[src/rtl/trd_pkg.sv]
package trd_pkg;

  // screen and store geometry
  localparam int MAX_WIDTH   = 512;
  localparam int MAX_HEIGHT  = 512;
  localparam int STORE_DEPTH = MAX_WIDTH * MAX_HEIGHT;
  localparam int STORE_AW    = $clog2(STORE_DEPTH);

  localparam int DIM_W   = 10;
  localparam int PIX_W   = 9;
  localparam int DEPTH_W = 16;

  localparam logic [DEPTH_W-1:0] DEPTH_FAR = '1;

  // request codes
  localparam logic REQ_LOAD = 1'b0;
  localparam logic REQ_STEP = 1'b1;

  // vertex select codes
  localparam logic [1:0] VSEL_V2   = 2'd2;
  localparam logic [1:0] VSEL_NONE = 2'd3;

  // register indexes
  localparam logic REG_WIDTH  = 1'b0;
  localparam logic REG_HEIGHT = 1'b1;

  typedef struct packed {
    logic               req_type;
    logic [1:0]         vertex_sel;
    logic signed [15:0] vert_x;
    logic signed [15:0] vert_y;
    logic [15:0]        vert_depth;
  } cmd_t;

  typedef struct packed {
    logic [PIX_W-1:0]   pix_x;
    logic [PIX_W-1:0]   pix_y;
    logic               covered;
    logic               visible;
    logic [15:0]        bary_a;
    logic [15:0]        bary_b;
    logic [15:0]        bary_g;
    logic [DEPTH_W-1:0] frag_depth;
    logic               last;
  } res_t;

  typedef enum logic [4:0] {
    ST_IDLE,
    ST_BOX,
    ST_E_MUL,
    ST_E_ACC,
    ST_NORM,
    ST_DIV,
    ST_COV,
    ST_W_MUL,
    ST_W_ACC,
    ST_Z_MUL,
    ST_Z_ACC,
    ST_Z_FIN,
    ST_RD,
    ST_CMP,
    ST_OUT
  } state_t;

endpackage

[src/rtl/trd_recip_div.sv]
module trd_recip_div
  import trd_pkg::*;
(
  input  logic        clk,
  input  logic        rst,
  input  logic        start,
  input  logic [31:0] divisor,
  output logic        done,
  output logic [31:0] quotient
);

  logic [31:0] rem;
  logic [31:0] quo;
  logic [31:0] dvs;
  logic [4:0]  cnt;
  logic        busy;
  logic [32:0] trial;

  // shift in one dividend bit (all low bits are ones)
  assign trial = {rem, 1'b1};

  // control
  always_ff @(posedge clk) begin
    if (rst) begin
      busy <= 1'b0;
      done <= 1'b0;
      cnt  <= '0;
    end else begin
      done <= 1'b0;
      if (start) begin
        busy <= 1'b1;
        cnt  <= '0;
      end else if (busy) begin
        cnt <= cnt + 5'd1;
        if (cnt == 5'd31) begin
          busy <= 1'b0;
          done <= 1'b1;
        end
      end
    end
  end

  // restoring division, one quotient bit a cycle
  always_ff @(posedge clk) begin
    if (start) begin
      rem <= 32'h7FFF_FFFF;
      quo <= '0;
      dvs <= divisor;
    end else if (busy) begin
      if (trial >= {1'b0, dvs}) begin
        rem <= 32'(trial - {1'b0, dvs});
        quo <= {quo[30:0], 1'b1};
      end else begin
        rem <= trial[31:0];
        quo <= {quo[30:0], 1'b0};
      end
    end
  end

  assign quotient = quo;

endmodule

[config.mk]
export PLATFORM = sky130hd
export DESIGN_NAME = trd_recip_div
export DESIGN_NICKNAME = d
export VERILOG_FILES = /design/src/rtl/trd_pkg.sv /design/src/rtl/trd_recip_div.sv
export SDC_FILE = /design/constraint.sdc
export NUM_CORES = 1
export LEC_CHECK = 0
export BUFFER_PORTS_ARGS = -buffer_cell sky130_fd_sc_hd__buf_4
export CAP_MARGIN = 30
export CORE_UTILIZATION = 59
export CTS_BUF_LIST = sky130_fd_sc_hd__clkbuf_4 sky130_fd_sc_hd__clkbuf_8 sky130_fd_sc_hd__clkbuf_16
export DETAILED_ROUTE_END_ITERATION = 10
export PLACE_DENSITY = 0.92
export SYNTH_ARGS = -nofsm -noshare
export SYNTH_HDL_FRONTEND = slang
export SYNTH_SLANG_ARGS = --single-unit
[constraint.sdc]
create_clock -name clk -period 3.7 [get_ports clk]
set_input_delay 0.555 -clock clk [delete_from_list [all_inputs] [get_ports clk]]
set_output_delay 0.555 -clock clk [all_outputs]
set_load 0.05 [all_outputs]
==> results.ini <==
[cells_and_area]
num-nets-final=733
n_antenna_cell=0
drive_above_1_share_pct=15.8
final_cell_area_mm2=0.00636
area_growth_pct=13.9
num-fill-cells=692

[place]
pre_cts_ws_ns=0.726
place.gp.congestion=0.907
placed_cell_area_mm2=0.00614
io_buffer_count=67
dpl.hpwl_mm=8.34

[synthesis]
yosys-top-cells-area=dfxtp_1 25%, edfxtp_1 17%, ha_1 7.4%
synthesis.nets=682
ys_dominant_reg_cell=dfxtp_1
async_reset_ff_share_pct=0
yosysMostFrequentCell=nor2_1
yosysSeqAreaShare_pct=42.6
yosysUniqueCellTypes=56
synth-edff-count=32
syn_inst=613
netlist_area_mm2=0.00559
yosysTopAreaCellShare_pct=25.4
avgSynthCellArea_um2=9.12
yosysTopAreaCell=dfxtp_1
yosysWarnings=0
ys_top_cells_by_count=74 x nor2_1, 71 x dfxtp_1, 56 x nand2_1
ys_ff_latch=103

[timing]
finalCriticalPeriod_ns=3.01
rsz0062_at_grt=false
max_freq_mhz=333
fin_ws_ns=0.695
hold_violations=0
finalMaxSlewViolations=0
tightest_slew_ns=0.977
fin_worst_skew_ns=0.0134
worst_hold_slack_ns=0.320
finalSetupViolCount=0
post-route-period-util_pct=81.2
tns_ns=0
slew-limit-headroom_pct=34.7

[clock_network]
cts_tree=done
cts-root-buf=clkbuf_8
cts.path.max_buffers=2
ctsHoldBuffers=0
clkSinkCount=103
path_clk_slew_ns=0.10
ctsHtreeMaxLevel=3
clk_latency_ns=0.38
cts_setup_buffers=0
cts_resized=0
cts_buffers=9

[min_path]
hp-start=rst
hold_class=input pin to register

[floorplanning]
die_h_um=99.3
die_area_mm2=0.00986
start_util_pct=60.8
core_area_mm2=0.00920
io_pins=68
rows=35
die_x_um=99.3

[critical_path]
crit_path_max_fanout=4
reg2reg_slack_ns=0.69
reg2reg_from=rem[0]
start_kind=register
path_class=register to register
crit_required_ns=4.01
cp-end-kind=register
cp.arrival_ns=3.32
startpoint=rem[0]

[power]
leakage_uw=0.00282
power_uw=3190
ir_drop_mv=0.336
power_density_mw_per_mm2=502

[global_route]
grt_max_degree=90
grt_util_all_layers_pct=24.9
antenna_found_initial=0
grt_pass1_wl_mm=19.7
overflow=0
grt_pass1_vias=4517

[run_status]
status=finished clean

[routing]
viasPerCell=5.86
routed_wl_mm=11.9
vias=4574
drc_errors=0
drt.antenna.violating_nets=0
first_pass_iters=5
dr.first_iter.drc_count=248
wl_per_cell_um=15.2

[flow_run]
drv_cap=0

==> where the power goes <==
group	internal (uW)	switching (uW)	total (uW)
sequential	1260	63.9	1320
clock	305	407	712
combinational	483	676	1160
==> cell type report <==
cell class                 count  area (um2)  share of cell area (%)
clock inverter                 5        43.8                   0.688
multi-input combinational    438        2920                    45.9
inverter                      38         143                    2.24
tap                          111         139                    2.18
clock buffer                  11         156                    2.46
sequential                   103        2390                    37.5
timing repair buffer          74         576                    9.04
==> logic make-up after synthesis <==
group	after synthesis	synth area share [%]
adders and majority gates	34	7.75
muxes	39	6.99
buffers and inverters	72	5.11
DFF	103	42.6
xor gates and xnor gates	27	4.23
and+or+nand+nor	193	15.5
AOI/OAI and AO/OA	145	17.8
==> registers in the layout, indices dropped and copies added (netlist names) <==
register	count
done	1
rem	32
quotient	32
busy	1
dvs	32
cnt	5
==> placed cells by master, fill, tap and decap left out, drive strengths merged, types with 2 or more instances in the layout <==
cell type / netlist / layout
o21bai: 3 / 3
or3: 4 / 4
xnor2: 17 / 17
o21a: 3 / 3
o21ai: 33 / 33
nand2: 56 / 56
a2111oi: 2 / 2
a31oi: 17 / 17
nor3: 16 / 16
nand4: 8 / 8
clkbuf: 19 / 11
xor2: 10 / 10
edfxtp: 32 / 32
buf: 15 / 74
o41ai: 2 / 2
a21o: 11 / 11
o211a: 9 / 9
mux2i: 39 / 39
inv: 38 / 42
o22ai: 3 / 3
dfxtp: 71 / 71
o31a: 3 / 3
o211ai: 7 / 7
nand3: 7 / 7
o31ai: 3 / 3
ha: 33 / 33
nand2b: 5 / 5
a21oi: 36 / 36
nor2: 74 / 74
a211oi: 7 / 7
or2: 7 / 7
and2: 5 / 5
and3: 4 / 4
nor2b: 3 / 3
==> worst paths after layout <==
| kind | to | cells after the start |
|---|---|---|
| min | busy | 2 |
| max reg2reg | rem[10] | 12 |
| min reg2reg | rem[22] | 2 |
| max | rem[10] | 12 |
==> through the flow <==
step / util [%] / instances
floorplan: - / 613
CTS: 68.9 / 779
global placement: 66.7 / 763
detailed placement: 66.7 / 763
global route: 69.2 / 780
finish: 69.2 / 780
==> worst max-delay path, stage by stage, from the launching register on <==
cell,delay [ns]
dfxtp_1,0.36
inv_1,0.05
ha_1,0.22
fa_1,0.41
nand2b_1,0.20
a21oi_2,0.17
o21ai_2,0.12
o21ai_4,0.20
a31oi_2,0.17
o21ba_1,0.25
or4_1,0.51
a31oi_1,0.16
nand2b_1,0.12
==> routing by layer <==
metal	track usage, %	vias to the layer above	wire length (um)
met1	29.1	2145	4990
met2	43.3	145	5920
met5	0	-	0
li1	-	2259	-
met3	6.89	25	756
met4	9.73	0	222
No activity file was read; power rests on OpenSTA's default activity.
